`src/sv/ptt_pkg.sv`:
```
// Shared types and constants for the pan/tilt PID tracker.
// Depends on nothing; every other file of the block imports it.
`default_nettype none

package ptt_pkg;

   // Defaults for the top-level parameters.
   localparam int GAIN_FRAC_BITS_DEF = 10;
   localparam int INTEGRAL_WIDTH_DEF = 32;

   // Depth of the command queue and of the result queue.
   localparam int QUEUE_DEPTH = 2;

   // Servo angles in degrees.
   localparam logic [7:0] ANGLE_CENTER = 8'd90;
   localparam logic [7:0] ANGLE_LOW    = 8'd75;
   localparam logic [7:0] ANGLE_HIGH   = 8'd105;
   localparam int         STEP_LIMIT   = 15;

   // Register indexes on the configuration port.
   localparam int CSR_INDEX_WIDTH = 3;
   localparam logic [CSR_INDEX_WIDTH-1:0] CSR_GAIN_P          = 3'd0;
   localparam logic [CSR_INDEX_WIDTH-1:0] CSR_GAIN_I          = 3'd1;
   localparam logic [CSR_INDEX_WIDTH-1:0] CSR_GAIN_D          = 3'd2;
   localparam logic [CSR_INDEX_WIDTH-1:0] CSR_DEAD_BAND       = 3'd3;
   localparam logic [CSR_INDEX_WIDTH-1:0] CSR_LOST_TIMEOUT_MS = 3'd4;
   localparam logic [CSR_INDEX_WIDTH-1:0] CSR_SCAN_PERIOD_MS  = 3'd5;
   localparam logic [CSR_INDEX_WIDTH-1:0] CSR_SCAN_PULSE_MS   = 3'd6;

   // Register reset values.
   localparam logic [15:0] GAIN_P_RST          = 16'd819;
   localparam logic [15:0] GAIN_I_RST          = 16'd20;
   localparam logic [15:0] GAIN_D_RST          = 16'd410;
   localparam logic [14:0] DEAD_BAND_RST       = 15'd3;
   localparam logic [15:0] LOST_TIMEOUT_MS_RST = 16'd2000;
   localparam logic [15:0] SCAN_PERIOD_MS_RST  = 16'd600;
   localparam logic [15:0] SCAN_PULSE_MS_RST   = 16'd200;

   typedef struct packed {
      logic               req_type;
      logic signed [15:0] offset_x;
      logic signed [15:0] offset_y;
   } req_word_type;

   typedef struct packed {
      logic [7:0] yaw_angle;
      logic [7:0] pitch_angle;
      logic       locked;
   } rsp_word_type;

   typedef struct packed {
      logic [15:0] gain_p;
      logic [15:0] gain_i;
      logic [15:0] gain_d;
      logic [14:0] dead_band;
      logic [15:0] lost_timeout_ms;
      logic [15:0] scan_period_ms;
      logic [15:0] scan_pulse_ms;
   } cfg_type;

   // What the front end decided about a word.
   typedef enum logic [1:0] {
      KIND_TICK,
      KIND_IGNORE,
      KIND_DETECT
   } item_kind_type;

   typedef struct packed {
      item_kind_type      kind;
      logic signed [15:0] offset_x;
      logic signed [15:0] offset_y;
   } cmd_type;

endpackage

`default_nettype wire

```
`src/sv/ptt_rsp_queue.sv`:
```
// Result queue: holds finished result words until the consumer pops them.
// Depends on ptt_pkg.
`default_nettype none

module ptt_rsp_queue (
   input  wire logic                  clock,
   input  wire logic                  reset,
   input  wire logic                  push,
   input  wire ptt_pkg::rsp_word_type push_word,
   output logic                       room,
   input  wire logic                  rsp_pop,
   output logic                       rsp_empty,
   output ptt_pkg::rsp_word_type      rsp_word
);
   import ptt_pkg::*;

   localparam int PTR_W = $clog2(QUEUE_DEPTH);
   localparam int CNT_W = $clog2(QUEUE_DEPTH + 1);

   rsp_word_type     queue_ff [QUEUE_DEPTH];
   logic [PTR_W-1:0] wr_ptr_ff, wr_ptr_in;
   logic [PTR_W-1:0] rd_ptr_ff, rd_ptr_in;
   logic [CNT_W-1:0] count_ff, count_in;
   logic             do_push, do_pop;

   assign room      = (count_ff != CNT_W'(QUEUE_DEPTH));
   assign rsp_empty = (count_ff == '0);
   assign rsp_word  = queue_ff[rd_ptr_ff];
   assign do_push   = push && room;
   assign do_pop    = rsp_pop && !rsp_empty;

   always_comb begin
      wr_ptr_in = wr_ptr_ff;
      rd_ptr_in = rd_ptr_ff;
      count_in  = count_ff;
      if (do_push) begin
         wr_ptr_in = (wr_ptr_ff == PTR_W'(QUEUE_DEPTH - 1)) ? '0 : wr_ptr_ff + 1'b1;
      end
      if (do_pop) begin
         rd_ptr_in = (rd_ptr_ff == PTR_W'(QUEUE_DEPTH - 1)) ? '0 : rd_ptr_ff + 1'b1;
      end
      if (do_push && !do_pop) begin
         count_in = count_ff + 1'b1;
      end else if (do_pop && !do_push) begin
         count_in = count_ff - 1'b1;
      end
   end

   always_ff @(posedge clock) begin
      if (reset) begin
         wr_ptr_ff <= '0;
         rd_ptr_ff <= '0;
         count_ff  <= '0;
      end else begin
         wr_ptr_ff <= wr_ptr_in;
         rd_ptr_ff <= rd_ptr_in;
         count_ff  <= count_in;
      end
   end

   always_ff @(posedge clock) begin
      if (do_push) begin
         queue_ff[wr_ptr_ff] <= push_word;
      end
   end

endmodule

`default_nettype wire

```
`config.mk`:
```
export PLATFORM = sky130hd
export DESIGN_NAME = ptt_rsp_queue
export DESIGN_NICKNAME = d
export VERILOG_FILES = /design/src/sv/ptt_pkg.sv /design/src/sv/ptt_rsp_queue.sv
export SDC_FILE = /design/constraint.sdc
export NUM_CORES = 1
export LEC_CHECK = 0
export ABC_CLOCK_PERIOD_IN_PS = 2650
export BUFFER_PORTS_ARGS = -buffer_cell sky130_fd_sc_hd__clkbuf_2
export CORE_UTILIZATION = 57
export CTS_BUF_LIST = sky130_fd_sc_hd__clkbuf_4 sky130_fd_sc_hd__clkbuf_8
export CTS_CLUSTER_DIAMETER = 50
export DETAILED_ROUTE_END_ITERATION = 16
export GPL_TIMING_DRIVEN = 0
export HOLD_SLACK_MARGIN = 0.06
export PLACE_DENSITY = 0.95
export RECOVER_POWER = 100
export SLEW_MARGIN = 20
export SYNTH_ARGS = -nofsm -noshare
export SYNTH_HDL_FRONTEND = slang
export SYNTH_SLANG_ARGS = --single-unit
```
`constraint.sdc`:
```
create_clock -name clock -period 2.65 [get_ports clock]
set_input_delay 0.3975 -clock clock [delete_from_list [all_inputs] [get_ports clock]]
set_output_delay 0.3975 -clock clock [all_outputs]
set_load 0.01 [all_outputs]
```
# Word-level counts from Yosys, hierarchy flattened
# Memories as Yosys holds them, arrays and structs flattened. A register that Yosys moved wholly into a read port is not among the register bits.
# Index checks and enable logic that the tools add are counted.
[word_totals]
output_inout_bits = 19
regBits = 4
word_cells = 26
input_bits = 21
mem_bits_rw = 34
memories = 1
[memory_table]
columns = ["memory", "words", "width", "read_ports", "rd_clocked_by_memory_dff", "wr", "line_no", "source"]
rows = [
  ["queue_ff", 2, 17, 1, 1, 1, "ptt_rsp_queue.sv:20", "rsp_word_type queue_ff [QUEUE_DEPTH];"],
]
[op_classes]
eq_ne = 1
mux = 8
n_addsub = 4
reduce_logical = 9
[ops]
columns = ["op", "count"]
rows = [
  ["2-to-1 mux 1 bit", 6],
  ["logical AND 1 bit", 4],
  ["2-to-1 mux 2 bit", 2],
  ["logical NOT 1 bit", 3],
  ["adder 1 bit, second input constant", 2],
  ["adder 2 x 1 -> 2 bit, second input constant", 1],
  ["logical NOT 2 bit", 1],
  ["!= test 2 bit, second input constant", 1],
  ["nonzero test 2 bit", 1],
  ["subtractor 2 x 1 -> 2 bit, second input constant", 1],
]

# Logic depth before layout (Yosys ltp)
# Gate-level depths: netlist (run 1).
[logic_depth]
ltp_word = 6
ltp_mapped = 6
mapped_depth_nobuf = 6

# Worst setup path before layout (run 1)
# Ideal clock, no wire load.
[synth_path]
path_kind = "reg2reg"
start = "register count_ff[0]"
end = "register count_ff[1]"
period_less_slack_ps = 1586
path_stages_with_launch = 6
required_ps = 2580
setup_time_ps = 70
n_path_buf = 0
setup_slack_ps = 1064
arrival_time_ps = 1517
path_cell_list = "dfxtp_1 nand2b_1 and2_1 ha_1 or3_1 a21oi_1"
[synth_between]
word_cells_on_any_way = 14
cone_classes = "2 x add/sub; 1 x eq/ne; 2 x mux; 9 x reduce/logical"
[synth_lines]
columns = ["element", "line_no", "source"]
rows = [
  ["start, declared", "ptt_rsp_queue.sv:23", "logic [CNT_W-1:0] count_ff, count_in;"],
  ["start signal, assigned", "ptt_rsp_queue.sv:57", "count_ff <= count_in;"],
  ["!= test 2 bit (*)", "ptt_rsp_queue.sv:26", "assign room = (count_ff != CNT_W'(QUEUE_DEPTH));"],
  ["net room", "ptt_rsp_queue.sv:10", "output logic room,"],
  ["logical AND 1 bit (*)", "ptt_rsp_queue.sv:29", "assign do_push = push && room;"],
  ["net do_push", "ptt_rsp_queue.sv:24", "logic do_push, do_pop;"],
  ["logical NOT 1 bit", "ptt_rsp_queue.sv:44", "end else if (do_pop && !do_push) begin"],
  ["logical AND 1 bit", "ptt_rsp_queue.sv:44", ""],
  ["nonzero test 2 bit (no line)", "--", ""],
]
# The timed path passes the listed nets; every way through them passes the cells marked *. The select of a mux whose other input is x is not followed.
# A chain may end at the register's enable or synchronous reset.

==> impl_metrics.py, run 1 <==
metrics = {
    "grt": {
        "grt_max_degree": 18,
        "grt_pass1_wl_mm": 3.47,
        "antenna_found_initial": 0,
        "grtUsageMet1": 0.203,
        "grt_pass1_vias": 768,
        "grt_use_met3": 0.0899,
        "grt_usage": 0.194,
        "grtUsageMet2": 0.325,
        "grt-busiest-layer": "met2",
        "grt.overflow.total": 0,
    },
    "sta": {
        "max_freq_mhz": 461,
        "rsz0062_at_grt": "false",
        "tns_ns": 0,
        "finalHoldViolCount": 0,
        "slew_viol_final": 0,
        "finalSetupViolations": 0,
        "fin_crit_sh": 0.819,
        "final.setup.worst_slack_ns": 0.479,
        "clock_skew_ns": 0.00941,
        "max_slew_margin": 0.487,
        "min_period_ns": 2.17,
        "worst_slew_pin_slew_ns": 0.769,
    },
    "detailed_routing": {
        "wire_per_inst_um": 15.3,
        "wirelength_mm": 2.33,
        "via_per_inst": 5.30,
        "num_vias": 805,
        "ant_nets": 0,
        "drtIter0Drc": 15,
        "dr.pass1.iters": 4,
        "drc": 0,
    },
    "run": {
        "maxCapViolCount": 0,
    },
    "floorplan": {
        "io_pins": 40,
        "die_h_um": 52.4,
        "dieWidth_um": 52.4,
        "core_area_um2": 2300,
        "placementRows": 17,
        "die_area_um2": 2740,
        "initial_utilization": 0.629,
    },
    "pwr": {
        "leakage_nw": 0.601,
        "vdd_drop_max_uv": 679,
        "power_density_nw_per_um2": 905,
        "power_mw": 1.54,
    },
    "setup_path": {
        "crit_type": "reg -> out",
        "slowest_delay_ns": 0.36,
        "critPathCaptureType": "output pin",
        "cp.required_ns": 2.25,
        "path_max_fanout": 10,
        "crit_chain": "clkbuf_1 -> buf_4 -> mux2_2 -> clkbuf_1",
        "critPathTopFamily": "buffers and inverters",
        "slowest_stage": "clkbuf_1",
        "start_kind": "flop",
        "arrival_ns": 1.77,
        "crit_top_cell": "clkbuf_1",
        "cp_num_buf_inv": 3,
    },
    "placed_design": {
        "dpl.hpwl_mm": 1.67,
        "place_ws_ns": 0.964,
        "dpl.cell_count": 144,
        "place_congestion": 0.600,
        "io_buffers": 39,
    },
    "cts": {
        "cts_made_buffers": 5,
        "post-cts-setup-buffers": 0,
        "clkSinkCount": 39,
        "cts_max_level": 2,
        "post_cts_resized": 0,
        "cts_hold_buf": 0,
        "root_buffer": "clkbuf_4",
        "clk_pin_slew_ns": 0.11,
        "clock_latency_ns": 0.34,
        "cts_buffer_depth": 2,
        "cts_tree": "done",
    },
    "synth": {
        "syn_nets": 99,
        "syn_inst": 77,
        "synth-seq-cells": 39,
        "synth_top_area_share": 0.706,
        "synth.most_common_cell": "edfxtp_1",
        "synthTopCellsByCount": "edfxtp_1 (34), mux2_2 (17), dfxtp_1 (5), nor2_1 (4), xor2_1 (3)",
        "synth_area_leaders": "edfxtp_1 (71%), mux2_2 (13%), dfxtp_1 (6.9%)",
        "synth_area_leader_cell": "edfxtp_1",
        "yosysSeqAreaShare": 0.776,
        "postSynthAreaPerCell_um2": 18.8,
        "synth_top_flop_cell": "edfxtp_1",
        "yosysWarnings": 0,
        "ys_types": 17,
        "synth_edf_count": 34,
        "synth.cell_area_um2": 1450,
        "async_flop_share": 0,
    },
    "finish": {
        "final_core_util": 0.740,
        "diodes": 0,
        "final_cell_count_no_fill": 152,
        "drive_gt1_frac": 0.306,
        "syn2layout_area_growth_pct": 17.6,
        "nets": 145,
    },
    "outcome": {
        "outcome": "complete, no violations",
    },
    "worst_hold_path": {
        "hold_path.class": "in -> reg",
    },
}
## cells in the final DEF (no fill, tap or decap), drive strengths merged
master and instances:
a21bo 1, a21oi 2, and2 1, and3 1, buf 1, clkbuf 48, dfxtp 5, edfxtp 34
ha 1, inv 1, mux2 17, nand2b 1, nand3b 1, nor2 4, o21ai 2, or3 1
xor2 3
## power by group
part,switching (mW),leakage (nW),total (mW),internal [mW]
Sequential,0.0378,0.359,0.811,0.773
Combinational,0.233,0.205,0.419,0.186
Clock,0.171,0.0368,0.307,0.136
Total,0.442,0.601,1.54,1.10
## sequential cells by signal (all words and copies together), names as in the netlist, named ones only
signal     count
queue_ff      34
count_ff       2
rd_ptr_ff      1
wr_ptr_ff      1
## worst reg2reg max path, stage by stage, from the launching register on
cell      delay, ns
dfxtp_1        0.42
nand2b_1       0.21
and3_1         0.69
## through the flow
stage | hold WS, ns | area (µm²)
CTS | 0.232 | 1740
floorplan | 0.467 | 1450
detailed placement | 0.517 | 1680
global route | 0.220 | 1700
global placement | 0.485 | 1680
finish | 0.241 | 1700
## area by class of cell
type / instances / area [µm²]
timing repair buffer: 39 / 160
inverter: 1 / 3.75
fill: 168 / 598
buffer: 2 / 11.3
sequential: 39 / 1120
clock buffer: 8 / 60.1
multi-input combinational: 35 / 308
tap: 28 / 35.0
## kinds of logic (layout without fill, tap and decap cells)
| family | after synthesis | in the layout | synth area share |
|---|---|---|---|
| flops | 39 | 39 | 0.776 |
| mux | 17 | 17 | 0.132 |
| simple gates | 9 | 9 | 0.0329 |
| compound gates | 5 | 5 | 0.0208 |
| xor+xnor | 3 | 3 | 0.0182 |
| buf+inv | 3 | 50 | 0.0113 |
| fa+ha+maj | 1 | 1 | 0.00866 |
## per-layer routing
layer  up-vias  wire length [µm]
met2        32              1190
li1        384                 -
met1       385               934
met5         -                 0
met4         0                34
met3         4               164
## path summary, 6_finish.rpt
path / slack, ns / start / depth (start not counted) / end
max: 0.48 / flop / 4 / rsp_word[9]
min: 0.24 / push_word[10] / 1 / queue_ff[0][10]
max reg2reg: 0.97 / count_ff[0] / 2 / queue_ff[1][11]
min reg2reg: 0.54 / rd_ptr_ff / 2 / rd_ptr_ff
Power figures use the tool's default switching activity.
==> run 2, diff against run 1 <==
--- a/config.mk
+++ b/config.mk
@@ -5,15 +5,16 @@
 export SDC_FILE = /design/constraint.sdc
 export NUM_CORES = 1
 export LEC_CHECK = 0
-export ABC_CLOCK_PERIOD_IN_PS = 2650
+export ABC_AREA = 1
+export ABC_CLOCK_PERIOD_IN_PS = 2080
 export BUFFER_PORTS_ARGS = -buffer_cell sky130_fd_sc_hd__clkbuf_2
-export CORE_UTILIZATION = 57
+export CORE_UTILIZATION = 54
 export CTS_BUF_LIST = sky130_fd_sc_hd__clkbuf_4 sky130_fd_sc_hd__clkbuf_8
 export CTS_CLUSTER_DIAMETER = 50
 export DETAILED_ROUTE_END_ITERATION = 16
 export GPL_TIMING_DRIVEN = 0
 export HOLD_SLACK_MARGIN = 0.06
-export PLACE_DENSITY = 0.95
+export PLACE_DENSITY = 0.9
 export RECOVER_POWER = 100
 export SLEW_MARGIN = 20
 export SYNTH_ARGS = -nofsm -noshare
==> constraint.sdc (replaced) <==
create_clock -name clock -period 2.08 [get_ports clock]
set_input_delay 0.312 -clock clock [delete_from_list [all_inputs] [get_ports clock]]
set_output_delay 0.312 -clock clock [all_outputs]
set_load 0.01 [all_outputs]
==> run 2 against run 1 <==
Net effect: global-route usage increased by 0.61 points; largest power group unchanged; sequential power increased by 29%; final area increased by 6.8%; critical endpoint is now queue_ff[0][14].
==> impl_metrics.py, run 2 <==
metrics = {
    "outcome": {
        "outcome": "complete, no violations",
    },
    "finish": {
        "reg_top3": "queue_ff: 34 flops, count_ff: 2 flops",
        "most-common-layout-cells": "edfxtp_1 (34), clkbuf_1 (28), clkbuf_2 (11), mux2_4 (10), inv_1 (9)",
        "diodes": 0,
        "layout_commonest_cell": "edfxtp_1",
        "syn2layout_area_growth_pct": 18.8,
        "fill_cells": 195,
        "nets": 158,
        "largest_reg_flops": 34,
        "drive_gt1_frac": 0.299,
        "final_cell_count_no_fill": 167,
        "top_register": "queue_ff",
    },
    "synth": {
        "syn_nets": 112,
        "synth-seq-cells": 39,
        "ys_types": 17,
        "yosysSeqAreaShare": 0.734,
        "synth_top_flop_cell": "edfxtp_1",
        "synth.cell_area_um2": 1530,
        "yosysWarnings": 0,
        "synth_top_area_share": 0.668,
        "synth.most_common_cell": "edfxtp_1",
        "syn_inst": 90,
        "synthTopCellsByCount": "edfxtp_1 (34), mux2_4 (10), inv_1 (9), nor2_1 (8), mux2_2 (7)",
        "synth_area_leaders": "edfxtp_1 (67%), mux2_4 (9.8%), dfxtp_1 (6.6%)",
        "async_flop_share": 0,
        "synth_area_leader_cell": "edfxtp_1",
        "synth_edf_count": 34,
        "postSynthAreaPerCell_um2": 17.0,
    },
    "setup_path": {
        "ff2ff_setup_slack_ns": 0.34,
        "cp.required_ns": 2.05,
        "critPathCaptureType": "flop",
        "path_max_fanout": 17,
        "crit_type": "reg -> reg",
        "worstRegToRegCells": 4,
        "start_kind": "flop",
        "r2r-end": "queue_ff[0][14]",
        "cp-startpoint": "count_ff[0]",
        "arrival_ns": 1.71,
        "endpoint": "queue_ff[0][14]",
        "r2r-start": "count_ff[0]",
    },
    "cts": {
        "clk_pin_slew_ns": 0.11,
        "cts_max_level": 2,
        "clkSinkCount": 39,
        "cts_tree": "done",
        "cts_hold_buf": 0,
        "cts_made_buffers": 5,
        "post-cts-setup-buffers": 0,
        "cts_buffer_depth": 2,
        "root_buffer": "clkbuf_4",
        "post_cts_resized": 0,
        "clock_latency_ns": 0.34,
    },
    "detailed_routing": {
        "dr.pass1.iters": 4,
        "via_per_inst": 5.04,
        "wirelength_mm": 2.54,
        "drc": 0,
        "num_vias": 842,
        "wire_per_inst_um": 15.2,
        "ant_nets": 0,
        "drtIter0Drc": 15,
    },
    "sta": {
        "max_slew_margin": 0.417,
        "worst_slew_pin_slew_ns": 0.873,
        "tns_ns": 0,
        "slew_viol_final": 0,
        "fin_crit_sh": 0.839,
        "finalHoldViolCount": 0,
        "rsz0062_at_grt": "false",
        "finalSetupViolations": 0,
        "clock_skew_ns": 0.00768,
        "min_period_ns": 1.74,
        "max_freq_mhz": 573,
    },
    "pwr": {
        "p_int_mw": 1.55,
        "p_sw_mw": 0.616,
        "power.combinational.fraction": 0.279,
        "vdd_drop_max_uv": 859,
        "swShare": 0.284,
        "clkPwrFrac": 0.238,
        "leakage_nw": 0.683,
        "p_seq_frac": 0.483,
        "power_density_nw_per_um2": 1190,
    },
    "run": {
        "maxCapViolCount": 0,
    },
    "floorplan": {
        "io_pins": 40,
        "core_area_um2": 2570,
        "placementRows": 18,
        "dieWidth_um": 55.2,
        "die_area_um2": 3050,
        "initial_utilization": 0.595,
        "die_h_um": 55.2,
    },
    "grt": {
        "grt_pass1_vias": 800,
        "grt_max_degree": 18,
        "grt_usage": 0.200,
        "grt.overflow.total": 0,
        "antenna_found_initial": 0,
        "grt_pass1_wl_mm": 3.72,
    },
    "placed_design": {
        "place_congestion": 0.565,
        "dpl.hpwl_mm": 1.87,
        "io_buffers": 39,
        "dpl.cell_count": 159,
    },
    "worst_hold_path": {
        "hold_path.class": "in -> reg",
    },
}
-- run 2: how the worst min path moves through the flow --
stage                            to  slack [ns]  cells past startpoint     startpoint
finish               queue_ff[0][0]        0.16                      1   push_word[0]
floorplan            queue_ff[0][0]        0.41                      0   push_word[0]
CTS                  queue_ff[0][0]        0.14                      1   push_word[0]
global placement          wr_ptr_ff        0.48                      2      wr_ptr_ff
detailed placement   queue_ff[0][0]        0.50                      1   push_word[0]
global route        queue_ff[0][16]        0.14                      1  push_word[16]
-- run 2: worst max-delay path, cell delays in order, from the launching register on --
cell	delay, ns
dfxtp_1	0.40
inv_1	0.11
nand2_2	0.07
nand2_1	0.12
nor2_2	0.69
-- run 2: metrics by stage --
step | setup slack (ns) | power, mW | instance area, µm² | utilization | hold WS, ns
final | 0.335 | 2.17 | 1810 | 0.707 | 0.156
after global routing | 0.184 | 2.29 | 1810 | 0.707 | 0.135
after CTS | 0.344 | 2.22 | 1850 | 0.721 | 0.140
after detailed placement | 0.355 | 1.71 | 1770 | 0.688 | 0.504
after global placement | 0.0491 | 1.66 | 1760 | 0.686 | 0.484
after floorplan | 0.357 | 1.49 | 1530 | - | 0.411
-- run 2: kinds of logic (layout without fill, tap and decap cells) --
group	count (synthesis)	after routing	share of synthesized area
muxes	17	17	0.150
buffers and inverters	11	58	0.0426
AOI/OAI and AO/OA	5	5	0.0164
DFF	39	39	0.734
and+or+nand+nor	17	17	0.0491
adders and majority gates	1	1	0.00819
-- run 2: power by group through the flow --
| stage | registers, mW | clock network (mW) | logic, mW |
|---|---|---|---|
| after global routing | 1.06 | 0.557 | 0.680 |
| after floorplan | 1.05 | 0 | 0.445 |
| after detailed placement | 1.07 | 0 | 0.645 |
| final | 1.05 | 0.516 | 0.605 |
| after CTS | 1.05 | 0.529 | 0.646 |
| after global placement | 1.05 | 0 | 0.606 |
-- run 2: routing by layer --
layer	share of wire	track usage	vias to the layer above
met5	0	0	-
met3	0.061	0.0847	5
met4	0.022	0.100	0
li1	-	-	414
met1	0.36	0.203	391
met2	0.55	0.347	32
-- run 2: final cells by class --
type                            instances  area (µm²)  area share
Inverter                                9        33.8      0.0186
Buffer                                  2        31.3      0.0172
Clock buffer                            6        51.3      0.0283
Multi-Input combinational cell         40         344       0.190
Tap cell                               30        37.5      0.0207
Timing Repair Buffer                   39         160      0.0883
Clock inverter                          2        35.0      0.0193
Sequential cell                        39        1120       0.618
