--- src/sv/ptt_pkg.sv ---
// Shared types and constants for the pan/tilt PID tracker.
// Depends on nothing; every other file of the block imports it.
`default_nettype none

package ptt_pkg;

   // Defaults for the top-level parameters.
   localparam int GAIN_FRAC_BITS_DEF = 10;
   localparam int INTEGRAL_WIDTH_DEF = 32;

   // Depth of the command queue and of the result queue.
   localparam int QUEUE_DEPTH = 2;

   // Servo angles in degrees.
   localparam logic [7:0] ANGLE_CENTER = 8'd90;
   localparam logic [7:0] ANGLE_LOW    = 8'd75;
   localparam logic [7:0] ANGLE_HIGH   = 8'd105;
   localparam int         STEP_LIMIT   = 15;

   // Register indexes on the configuration port.
   localparam int CSR_INDEX_WIDTH = 3;
   localparam logic [CSR_INDEX_WIDTH-1:0] CSR_GAIN_P          = 3'd0;
   localparam logic [CSR_INDEX_WIDTH-1:0] CSR_GAIN_I          = 3'd1;
   localparam logic [CSR_INDEX_WIDTH-1:0] CSR_GAIN_D          = 3'd2;
   localparam logic [CSR_INDEX_WIDTH-1:0] CSR_DEAD_BAND       = 3'd3;
   localparam logic [CSR_INDEX_WIDTH-1:0] CSR_LOST_TIMEOUT_MS = 3'd4;
   localparam logic [CSR_INDEX_WIDTH-1:0] CSR_SCAN_PERIOD_MS  = 3'd5;
   localparam logic [CSR_INDEX_WIDTH-1:0] CSR_SCAN_PULSE_MS   = 3'd6;

   // Register reset values.
   localparam logic [15:0] GAIN_P_RST          = 16'd819;
   localparam logic [15:0] GAIN_I_RST          = 16'd20;
   localparam logic [15:0] GAIN_D_RST          = 16'd410;
   localparam logic [14:0] DEAD_BAND_RST       = 15'd3;
   localparam logic [15:0] LOST_TIMEOUT_MS_RST = 16'd2000;
   localparam logic [15:0] SCAN_PERIOD_MS_RST  = 16'd600;
   localparam logic [15:0] SCAN_PULSE_MS_RST   = 16'd200;

   typedef struct packed {
      logic               req_type;
      logic signed [15:0] offset_x;
      logic signed [15:0] offset_y;
   } req_word_type;

   typedef struct packed {
      logic [7:0] yaw_angle;
      logic [7:0] pitch_angle;
      logic       locked;
   } rsp_word_type;

   typedef struct packed {
      logic [15:0] gain_p;
      logic [15:0] gain_i;
      logic [15:0] gain_d;
      logic [14:0] dead_band;
      logic [15:0] lost_timeout_ms;
      logic [15:0] scan_period_ms;
      logic [15:0] scan_pulse_ms;
   } cfg_type;

   // What the front end decided about a word.
   typedef enum logic [1:0] {
      KIND_TICK,
      KIND_IGNORE,
      KIND_DETECT
   } item_kind_type;

   typedef struct packed {
      item_kind_type      kind;
      logic signed [15:0] offset_x;
      logic signed [15:0] offset_y;
   } cmd_type;

endpackage

`default_nettype wire

--- src/sv/ptt_front.sv ---
// Front end: accepts request words, classifies them against the dead band
// and holds them in a short command queue. Depends on ptt_pkg.
`default_nettype none

module ptt_front (
   input  wire logic                  clock,
   input  wire logic                  reset,
   input  wire logic [14:0]           dead_band,
   input  wire logic                  req_push,
   output logic                       req_full,
   input  wire ptt_pkg::req_word_type req_word,
   output logic                       cmd_valid,
   input  wire logic                  cmd_pop,
   output ptt_pkg::cmd_type           cmd
);
   import ptt_pkg::*;

   localparam int PTR_W = $clog2(QUEUE_DEPTH);
   localparam int CNT_W = $clog2(QUEUE_DEPTH + 1);

   cmd_type           queue_ff [QUEUE_DEPTH];
   logic [PTR_W-1:0]  wr_ptr_ff, wr_ptr_in;
   logic [PTR_W-1:0]  rd_ptr_ff, rd_ptr_in;
   logic [CNT_W-1:0]  count_ff, count_in;

   logic [16:0] mag_x, mag_y;
   logic        do_push, do_pop;
   cmd_type     new_cmd;

   // Magnitudes need 17 bits so that the most negative offset is exact.
   assign mag_x = req_word.offset_x[15] ? 17'(-17'(req_word.offset_x))
                                        : 17'(req_word.offset_x);
   assign mag_y = req_word.offset_y[15] ? 17'(-17'(req_word.offset_y))
                                        : 17'(req_word.offset_y);

   always_comb begin
      new_cmd.offset_x = req_word.offset_x;
      new_cmd.offset_y = req_word.offset_y;
      if (req_word.req_type) begin
         new_cmd.kind = KIND_TICK;
      end else if (mag_x > {2'b00, dead_band} || mag_y > {2'b00, dead_band}) begin
         new_cmd.kind = KIND_DETECT;
      end else begin
         new_cmd.kind = KIND_IGNORE;
      end
   end

   assign req_full  = (count_ff == CNT_W'(QUEUE_DEPTH));
   assign cmd_valid = (count_ff != '0);
   assign cmd       = queue_ff[rd_ptr_ff];
   assign do_push   = req_push && !req_full;
   assign do_pop    = cmd_pop && cmd_valid;

   always_comb begin
      wr_ptr_in = wr_ptr_ff;
      rd_ptr_in = rd_ptr_ff;
      count_in  = count_ff;
      if (do_push) begin
         wr_ptr_in = (wr_ptr_ff == PTR_W'(QUEUE_DEPTH - 1)) ? '0 : wr_ptr_ff + 1'b1;
      end
      if (do_pop) begin
         rd_ptr_in = (rd_ptr_ff == PTR_W'(QUEUE_DEPTH - 1)) ? '0 : rd_ptr_ff + 1'b1;
      end
      if (do_push && !do_pop) begin
         count_in = count_ff + 1'b1;
      end else if (do_pop && !do_push) begin
         count_in = count_ff - 1'b1;
      end
   end

   always_ff @(posedge clock) begin
      if (reset) begin
         wr_ptr_ff <= '0;
         rd_ptr_ff <= '0;
         count_ff  <= '0;
      end else begin
         wr_ptr_ff <= wr_ptr_in;
         rd_ptr_ff <= rd_ptr_in;
         count_ff  <= count_in;
      end
   end

   always_ff @(posedge clock) begin
      if (do_push) begin
         queue_ff[wr_ptr_ff] <= new_cmd;
      end
   end

endmodule

`default_nettype wire

--- config.mk ---
export PLATFORM = sky130hd
export DESIGN_NAME = ptt_front
export DESIGN_NICKNAME = d
export VERILOG_FILES = /design/src/sv/ptt_pkg.sv /design/src/sv/ptt_front.sv
export SDC_FILE = /design/constraint.sdc
export NUM_CORES = 1
export LEC_CHECK = 0
export ABC_CLOCK_PERIOD_IN_PS = 5000
export BUFFER_PORTS_ARGS = -buffer_cell sky130_fd_sc_hd__buf_2
export CAP_MARGIN = 20
export CORE_UTILIZATION = 35
export CTS_CLUSTER_SIZE = 14
export DETAILED_ROUTE_END_ITERATION = 6
export GPL_TIMING_DRIVEN = 0
export PLACE_DENSITY = 0.55
export SKIP_LAST_GASP = 1
export SLEW_MARGIN = 20
export SYNTH_ARGS = -nofsm -noshare
export SYNTH_HDL_FRONTEND = slang
export SYNTH_SLANG_ARGS = --single-unit
--- constraint.sdc ---
create_clock -name clock -period 5 [get_ports clock]
set_clock_uncertainty 0.05 [all_clocks]
set_input_delay 1 -clock clock [delete_from_list [all_inputs] [get_ports clock]]
set_output_delay 1 -clock clock [all_outputs]
set_load 0.01 [all_outputs]
# [Yosys cells after proc, flatten, opt, wreduce, memory -nomap -nowiden]
# Memories as Yosys holds them, arrays and structs flattened. A register that Yosys moved wholly into a read port is not among the register bits.
# Cells that the tools add are included.
[totals] ram_bits=68 in_bits=52 word_cells=35 mem_count=1 regBits=4
[classes] order_cmp=2 n_reduce_logical=10 addsub=6 n_mux=12 n_eq_ne=1
[mem_list] name="queue_ff" words=2 width=34 read_ports=1 rd_ports_with_merged_regs=1 write_ports=1 line="ptt_front.sv:21" text="cmd_type queue_ff [QUEUE_DEPTH];"
[ops] cell="$gt A17 B15 Y1" n=2
[ops] cell="$mux W17" n=2
[ops] cell="$neg A16 Y17" n=2
[ops] cell="$mux W2" n=4
[ops] cell="$mux W1" n=6
[ops] cell="$logic_and A1 B1 Y1" n=4
[ops] cell="$reduce_bool A2 Y1" n=2
[ops] cell="$logic_not A1 Y1" n=3
[ops] cell="$add A1 B1 Y1 const B" n=2
[ops] cell="$add A2 B1 Y2 const B" n=1
[ops] cell="$eq A2 B2 Y1 const B" n=1
[ops] cell="$sub A2 B1 Y2 const B" n=1
[ops] cell="$logic_or A1 B1 Y1" n=1

# [Longest topological paths before layout]
# Gate-level depths: netlist (run 1).
[depth] ltp_word=7 mapped_depth=12 ltp_nobuf=12

# [Worst setup path after synthesis (run 1)]
# OpenSTA, ideal clock, no wires.
[synth_path] path_kind="input to register" from="input port req_word[4] (netlist name)" to="memory queue_ff[0][33] (netlist name) (data pin)" setup_time_ps=257 cell_stages=12 required_time_ps=4693 n_path_buf=0 path_slack_ps=1058 t_arrival_ps=3635 cell_sequence="or3_1 or4_1 nand2b_1 o21ai_1 xnor2_1 ha_1 nand4_1 or2_2 o32a_1 o41ai_1 o211ai_2 and2b_1"
[synth_lines] element="start: declaration" line="ptt_front.sv:11" text="input wire ptt_pkg::req_word_type req_word,"
[synth_lines] element="end: declaration" line="ptt_front.sv:21"

==> results.toml, run 1 <==
[logic_synthesis]
synth_seq_cells = 73
synth_area_mm2 = 0.00396
synth_top_area_frac = 0.515
synthArstFlopShare = 0
yosysTopAreaCell = "edfxtp_1"
postSynthAreaPerCell_um2 = 12.9
syn_nets = 393
synth_edf_count = 68
yosysUniqueCellTypes = 45
seq_area_frac_synth = 0.541
synthFlopType = "edfxtp_1"
ys_warn_count = 0
yosys-top-cells-area = "edfxtp_1 52%, ha_1 10%, mux2_2 9.7%"
synthCells = 308

[global_routing]
grt_pass1_wl_um = 12700
grt_pass1_vias = 2577
track_usage = 0.147
antenna_found_initial = 0
grt_max_degree = 29
grt-ovfl-total = 0

[clock_network]
clkSlewWorstSetupHoldPaths_ns = 0.05
root_buffer = "clkbuf_16"
clkLatencyLatePin_ns = 0.34
clockBufferDepth = 2
cts_tree = "done"
post_cts_resized = 0
cts_hold_buf = 0
cts_made_buffers = 9
post-cts-setup-buffer-count = 0
cts.sinks = 73
htreeDepth = 3

[sta]
setup_viol = 0
clock.fmax_ghz = 0.251
hold_ws_ns = 0.444
worstMarginPinSlew_ns = 0.699
hold_viol_final = 0
final.min_clock_period_ns = 3.99
rsz0062_at_grt = "no"
max-slew-margin-rel = 0.534
setup_slack_ns = 1.01
finalCritPeriodShare = 0.798
fin_tns_setup_ns = 0
finalMaxSlewViolations = 0

[die]
ioPinCount = 88
start_util = 0.362
die_height_um = 108
die-area_mm2 = 0.0117
die_x_um = 108
rows = 38
core_mm2 = 0.0109

[run]
maxCapViolCount = 0

[final_layout]
antennaDiodeCount = 0
fill_cells = 1042
drive_gt1_frac = 0.351
register_area_mm2 = 0.00214
most-common-layout-cells = "87 x buf_2, 68 x edfxtp_1, 34 x mux2_2, 33 x ha_1, 26 x xnor2_1"
multi_input_area_mm2 = 0.00173
final_cells = 553
final_common_cell = "buf_2"
area_growth_pct = 24.7
final_area_mm2 = 0.00494
nets = 493
post-route-util = 0.452

[power_and_ir_drop]
comb_power_share = 0.289
powerDensity_mw_per_mm2 = 421
peakVddDrop_v = 0.000151
power_mw = 2.08
p_sw_uw = 580
p_seq_frac = 0.390
internal_power_mw = 1.50
swShare = 0.279
power.leakage_nw = 1.98
clkPwrFrac = 0.321

[worst_hold_path]
hold_class = "reg -> reg"

[placement]
post-place-cells = 537
routabilityCongestion = 0.751
dpl_cell_area_mm2 = 0.00463
post-place-ws_ns = 0.649
dp_hpwl_um = 6340
port_buffers = 87

[critical_path]
crit_arrival_ns = 4.03
cp_max_fo = 4
cp-start-kind = "primary input"
critPathKind = "in -> reg"
endpoint_kind = "register"
cp.required_ns = 5.04

[route]
route.detailed.drc = 0
ant_nets = 0
avgRoutedWirePerCell_um = 14.7
drt-initial-drc-count = 94
dr.pass1.iters = 4
met1Wirelength_um = 3700
dr_wl_met2_um = 3780
maxUsedRoutingLayer = "met4"
wl_um = 8130
wl_met3_um = 494
vias = 2707
via_per_inst = 4.90

[outcome]
run_status = "finished clean"
synthesized netlist by cell type (2+ instances only):
cell type  count
clkbuf_1       5
nor2_1        11
inv_1         21
dfxtp_1        5
nand2b_1       5
edfxtp_1      68
xnor2_1       26
nand4_1        4
or4_1          3
or2_2          3
o41ai_1        4
nor3_1         3
a21oi_1        9
nand3_1        8
nand2_1       15
mux2_2        34
ha_1          33
or3_1          4
o31ai_1        7
xor2_1         4
o21ai_0       11
nor2b_1        2
cell type report:
cell class,instances,share of cell area
buffer,6,0.00456
timing repair buffer,89,0.0978
tap,140,0.0355
clock inverter,7,0.0172
multi-input combinational,208,0.350
sequential,73,0.434
inverter,21,0.0160
clock buffer,9,0.0456
power by group through the flow:
stage,logic (mW),registers [mW],clock network [mW]
after global routing,0.667,0.820,0.703
after CTS,0.616,0.813,0.685
final,0.600,0.811,0.667
after floorplan,0.385,0.820,0
after global placement,0.585,0.827,0
after detailed placement,0.612,0.825,0
state kept, by name, indices dropped and copies added (netlist names), named ones only:
register	cells
wr_ptr_ff	1
queue_ff	68
count_ff	2
rd_ptr_ff	1
per-layer routing:
metal  global-route usage  up-vias
li1                     -     1364
met1                0.185     1261
met2                0.233       71
met3               0.0446       11
met4               0.0666        0
met5                    0        -
worst paths after layout:
| check | startpoint | to | slack (ns) | cells past startpoint |
|---|---|---|---|---|
| worst max-delay path | req_word[4] | queue_ff[0][33] | 1.01 | 13 |
| worst min-delay path | rd_ptr_ff | register | 0.44 | 2 |
| worst max register to register | count_ff[0] | queue_ff[0][31] | 3.21 | 4 |
| worst min register to register | rd_ptr_ff | register | 0.44 | 2 |
cells by family after synthesis:
group | count (synthesis) | share of synthesized area
muxes | 34 | 0.0967
and+or+nand+nor | 67 | 0.0916
xor gates and xnor gates | 30 | 0.0663
adders and majority gates | 33 | 0.104
DFF | 73 | 0.541
buffers and inverters | 27 | 0.0256
AOI/OAI and AO/OA | 44 | 0.0749
critical path, cell delays in order:
cell	delay, ns
buf_2	0.13
or3_1	0.40
or4_1	0.46
nand2b_1	0.21
o21ai_1	0.16
xnor2_1	0.09
ha_1	0.31
nand4_1	0.14
or2_2	0.34
o32a_1	0.34
o41ai_1	0.08
o211ai_2	0.16
and2b_1	0.20
Power figures use the tool's default switching activity.
==> inputs of run 2 (changes only) <==
--- a/config.mk
+++ b/config.mk
@@ -5,14 +5,15 @@
 export SDC_FILE = /design/constraint.sdc
 export NUM_CORES = 1
 export LEC_CHECK = 0
-export ABC_CLOCK_PERIOD_IN_PS = 5000
+export ABC_AREA = 1
+export ABC_CLOCK_PERIOD_IN_PS = 3750
 export BUFFER_PORTS_ARGS = -buffer_cell sky130_fd_sc_hd__buf_2
 export CAP_MARGIN = 20
 export CORE_UTILIZATION = 35
 export CTS_CLUSTER_SIZE = 14
 export DETAILED_ROUTE_END_ITERATION = 6
 export GPL_TIMING_DRIVEN = 0
-export PLACE_DENSITY = 0.55
+export PLACE_DENSITY = 0.54
 export SKIP_LAST_GASP = 1
 export SLEW_MARGIN = 20
 export SYNTH_ARGS = -nofsm -noshare
==> constraint.sdc (replaced) <==
create_clock -name clock -period 3.75 [get_ports clock]
set_clock_uncertainty 0.05 [all_clocks]
set_input_delay 0.75 -clock clock [delete_from_list [all_inputs] [get_ports clock]]
set_output_delay 0.75 -clock clock [all_outputs]
set_load 0.01 [all_outputs]
==> results.toml, run 2 <==
[route]
wl_um = 8660
vias = 2973
via_per_inst = 4.65
drt-initial-drc-count = 84
avgRoutedWirePerCell_um = 13.5
route.detailed.drc = 6
dr.pass1.iters = 6
ant_nets = 0

[critical_path]
timing.rr.start = "count_ff[1]"
cp.required_ns = 3.83
cp_max_fo = 3
cp-start-kind = "primary input"
cp_common_cell = "nand2_1"
critPathKind = "in -> reg"
endpoint_kind = "register"
max_stage_delay_ns = 0.29
path_cells = "buf_2, inv_1, ha_1, nand2_1, nor2_2, nand3_1, o31ai_4, nand2_1, xor2_1, ha_1, nand2_1, nor2_1, nand3_2, nor2_1, nor2_2, nand2_1, nand2_1, a21oi_1"
crit-reg2reg-capture = "count_ff[1]"
r2r_setup_slack_ns = 1.65
crit_arrival_ns = 3.26
reg2regPathDepth = 8
slowest_stage = "ha_1"

[logic_synthesis]
yosys.cell_count.top_type = "nand2_1"
yosys-top-cells-area = "edfxtp_1 49%, ha_1 9.8%, mux2_2 9.1%"
synthCells = 394
yosys-top-cells-count = "69 x nand2_1, 68 x edfxtp_1, 46 x inv_1"
ys_warn_count = 0
seq_area_frac_synth = 0.510
yosysTopAreaCell = "edfxtp_1"
synth_top_area_frac = 0.486
yosysUniqueCellTypes = 33
synth_edf_count = 68
synth_area_mm2 = 0.00420
synth_seq_cells = 73
synthArstFlopShare = 0
postSynthAreaPerCell_um2 = 10.7
synthFlopType = "edfxtp_1"
syn_nets = 479

[clock_network]
cts_hold_buf = 0
post_cts_resized = 0
clockBufferDepth = 2
clkSlewWorstSetupHoldPaths_ns = 0.05
cts.sinks = 73
clkLatencyLatePin_ns = 0.33
cts_made_buffers = 9
htreeDepth = 3
post-cts-setup-buffer-count = 0
root_buffer = "clkbuf_16"
cts_tree = "done"

[sta]
finalMaxSlewViolations = 0
finalCritPeriodShare = 0.849
setup_viol = 0
fin_tns_setup_ns = 0
worstMarginPinSlew_ns = 0.708
final.min_clock_period_ns = 3.18
max-slew-margin-rel = 0.523
hold_viol_final = 0
clock.fmax_ghz = 0.314
rsz0062_at_grt = "no"

[final_layout]
largest_reg_flops = 68
final_cells = 639
nets = 579
post-route-util = 0.442
area_growth_pct = 21.7
most-common-layout-cells = "91 x buf_2, 69 x nand2_1, 68 x edfxtp_1, 46 x inv_1, 34 x mux2_2"
reg_top3 = "queue_ff: 68 flops, count_ff: 2 flops"
final_area_mm2 = 0.00511
antennaDiodeCount = 0
largest_register = "queue_ff"
final_common_cell = "buf_2"
drive_gt1_frac = 0.323

[power_and_ir_drop]
power_mw = 2.53
power.leakage_nw = 2.24
peakVddDrop_v = 0.000208
powerDensity_mw_per_mm2 = 496

[placement]
routabilityCongestion = 0.786
dp_hpwl_um = 6890
dpl_cell_area_mm2 = 0.00487
post-place-cells = 626
port_buffers = 87

[run]
maxCapViolCount = 0

[die]
ioPinCount = 88
die_x_um = 112
die_height_um = 112
die-area_mm2 = 0.0124
start_util = 0.363
rows = 39
core_mm2 = 0.0116

[outcome]
run_status = "complete, but fails checks"
violations = "design-rule violations"

[global_routing]
antenna_found_initial = 0
grt.busiest_layer = "met2"
grtUsageMet2 = 0.245
grt-ovfl-total = 0
use_met1 = 0.194
grt_pass1_vias = 3022
met3_usage = 0.0425
grt_max_degree = 24
track_usage = 0.151
grt_pass1_wl_um = 14500

[worst_hold_path]
hold_class = "reg -> reg"
hp-start = "rd_ptr_ff"
hold_path_depth = 2
-- run 2: cell count changes in the layout (fill, tap and decap cells not counted), moves of 7 or more --
cell	change
nor2_1	+19
inv_1	+25
xnor2_1	-18
xor2_1	+13
a21oi_1	+7
nand2_1	+54
-- run 2: cells by family after synthesis --
kind of cell               count (synthesis)  share of synthesized area
xor gates and xnor gates                  25                     0.0521
buffers and inverters                     58                     0.0530
AOI/OAI and AO/OA                         38                     0.0539
and+or+nand+nor                          133                      0.141
muxes                                     34                     0.0912
DFF                                       73                      0.510
adders and majority gates                 33                     0.0983
-- run 2: worst max path at each step --
stage	start	end	slack (ns)	cells past startpoint
floorplan	req_word[16]	queue_ff[0][32]	0.77	18
global placement	req_push	queue_ff[1][26]	-0.17	3
detailed placement	req_word[16]	queue_ff[0][33]	0.24	18
CTS	req_word[16]	queue_ff[0][33]	0.57	18
global route	req_word[16]	queue_ff[0][33]	0.26	18
finish	req_word[16]	queue_ff[0][33]	0.57	18
-- run 2: through the flow --
step	worst slack, ns	hold WS [ns]
after floorplan	0.765	0.404
after global placement	-0.166	0.420
after detailed placement	0.244	0.433
after CTS	0.572	0.441
after global routing	0.265	0.469
final	0.568	0.438
-- run 2: cell type report --
class                   count  area (um2)
repair buffers             89         475
inverters                  52         195
flip-flops and latches     73        2140
fillers                  1122        6450
plain buffers               6        27.5
well taps                 143         179
multi-input cells         263        1850
clock buffers              11         233
clock inverters             2        8.76
-- run 2: routing by layer --
layer,vias up,part of all wire
met4,0,0.014
met5,-,0
met1,1362,0.48
met2,66,0.46
met3,9,0.049
li1,1536,-
-- run 2: critical path: cells and delay by family --
kind | cells | cell delay, ns
simple gates | 11 | 1.10
compound gates | 2 | 0.53
fa+ha+maj | 2 | 0.48
buf+inv | 2 | 0.24
xor+xnor | 1 | 0.16
-- run 2: power by group --
| part | leakage, nW | internal [mW] | switching (mW) |
|---|---|---|---|
| clock network | 0.119 | 0.432 | 0.286 |
| registers | 0.676 | 1.03 | 0.0272 |
| logic | 1.45 | 0.331 | 0.423 |
==> inputs of run 3 (changes only) <==
--- a/config.mk
+++ b/config.mk
@@ -6,7 +6,7 @@
 export NUM_CORES = 1
 export LEC_CHECK = 0
 export ABC_AREA = 1
-export ABC_CLOCK_PERIOD_IN_PS = 3750
+export ABC_CLOCK_PERIOD_IN_PS = 3100
 export BUFFER_PORTS_ARGS = -buffer_cell sky130_fd_sc_hd__buf_2
 export CAP_MARGIN = 20
 export CORE_UTILIZATION = 35
==> constraint.sdc (replaced) <==
create_clock -name clock -period 3.1 [get_ports clock]
set_clock_uncertainty 0.05 [all_clocks]
set_input_delay 0.62 -clock clock [delete_from_list [all_inputs] [get_ports clock]]
set_output_delay 0.62 -clock clock [all_outputs]
set_load 0.01 [all_outputs]
==> results.toml, run 3 (same netlist as run 2, synthesis figures left out) <==
[final_layout]
final_cells = 644
antennaDiodeCount = 0
most-common-layout-cells = "91 x buf_2, 68 x edfxtp_1, 63 x nand2_1, 44 x inv_1, 34 x mux2_2"
register_area_mm2 = 0.00214
final_common_cell = "buf_2"
drive_gt1_frac = 0.357
multi_input_area_mm2 = 0.00190
nets = 584
reg_top3 = "queue_ff: 68 flops, count_ff: 2 flops"
area_growth_pct = 23.8
fill_cells = 1124
largest_reg_flops = 68
largest_register = "queue_ff"
final_area_mm2 = 0.00520

[global_routing]
grt-ovfl-total = 0
grt_max_degree = 24
grt_pass1_wl_um = 14500
track_usage = 0.151
grt_pass1_vias = 3022
antenna_found_initial = 0

[die]
die_x_um = 112
die_height_um = 112
core_mm2 = 0.0116
start_util = 0.363
ioPinCount = 88
die-area_mm2 = 0.0124
rows = 39

[clock_network]
clkLatencyLatePin_ns = 0.33
cts_hold_buf = 0
cts.sinks = 73
clockBufferDepth = 2
clkSlewWorstSetupHoldPaths_ns = 0.05
root_buffer = "clkbuf_16"
cts_made_buffers = 9
htreeDepth = 3
cts_tree = "done"

[critical_path]
critPathKind = "in -> reg"
crit_arrival_ns = 2.94
endpoint_kind = "register"
timing.rr.start = "count_ff[1]"
cp.required_ns = 3.12
crit_start = "req_word[0]"
cp-start-kind = "primary input"
cp_max_fo = 3

[placement]
routabilityCongestion = 0.786
dpl_cell_area_mm2 = 0.00487
dp_hpwl_um = 6890
post-place-cells = 626
port_buffers = 87

[route]
wl_um = 8870
vias = 3026
dr.pass1.iters = 6
ant_nets = 0
avgRoutedWirePerCell_um = 13.8
via_per_inst = 4.70
route.detailed.drc = 5
drt-initial-drc-count = 93

[sta]
setup_viol = 0
worstMarginPinSlew_ns = 0.709
finalCritPeriodShare = 0.940
max-slew-margin-rel = 0.523
final.min_clock_period_ns = 2.92
clock.fmax_ghz = 0.343
finalMaxSlewViolations = 0
hold_viol_final = 0

[run]
maxCapViolCount = 0

[power_and_ir_drop]
powerDensity_mw_per_mm2 = 593
power.leakage_nw = 2.26
peakVddDrop_v = 0.000252

[outcome]
run_status = "complete, but fails checks"
violations = "design-rule violations"

[worst_hold_path]
hold_class = "reg -> reg"
hp-start = "rd_ptr_ff"
==> run 3: worst max-delay path, stage by stage <==
cell and delay [ns]:
buf_2 0.12, inv_2 0.08, ha_1 0.14, inv_1 0.06, nor3_2 0.22, nand2_1 0.12
nor3_2 0.21, nand3_1 0.12, nand2_2 0.09, nand2_1 0.07, xor2_1 0.15, ha_1 0.32
nand4_1 0.11, inv_1 0.09, nand2_1 0.07, nor3_2 0.12, nand2_1 0.08, nand2_2 0.09
a21oi_2 0.08
==> run 3: final cells by class <==
class / count / area share
clock inverter: 2 / 0.00168
sequential: 73 / 0.412
buffer: 6 / 0.00529
clock buffer: 11 / 0.0447
multi-input combinational: 263 / 0.365
tap: 143 / 0.0344
inverter: 52 / 0.0380
timing repair buffer: 94 / 0.0986
==> run 3: worst paths after layout <==
check               endpoint  slack, ns  depth (start not counted)
min reg2reg         register       0.44                          2
max reg2reg      count_ff[1]       1.00                          8
max          queue_ff[0][33]       0.18                         19
min                 register       0.44                          2
==> run 3: power breakdown <==
group	leakage (nW)	switching, mW	internal [mW]
logic	1.47	0.524	0.408
registers	0.676	0.0329	1.25
clock network	0.119	0.345	0.523
total	2.26	0.901	2.18
==> run 3: metal layers <==
metal / vias up / track usage / wire length (um)
li1: 1547 / - / -
met1: 1401 / 0.194 / 4240
met2: 69 / 0.245 / 4090
met3: 9 / 0.0425 / 410
met4: 0 / 0.0514 / 119
met5: - / 0 / 0
==> run 3: through the flow <==
stage	hold WS [ns]	TNS (ns)	power, mW	utilization	worst slack, ns
3_3_place_gp	0.420	-45.16	2.19	0.416	-0.686
4_1_cts	0.441	0	3.11	0.442	0.0517
2_1_floorplan	0.404	0	1.89	-	0.245
6_report	0.438	0	3.08	0.450	0.185
5_1_grt	0.457	-0.0675	3.28	0.450	-0.0255
3_5_place_dp	0.433	-1.03	2.23	0.421	-0.276
==> run 3: repair_timing <==
item	4_1_cts	5_1_grt
gates resized for setup	0	17
setup endpoints to repair	0	4
setup buffers	0	5
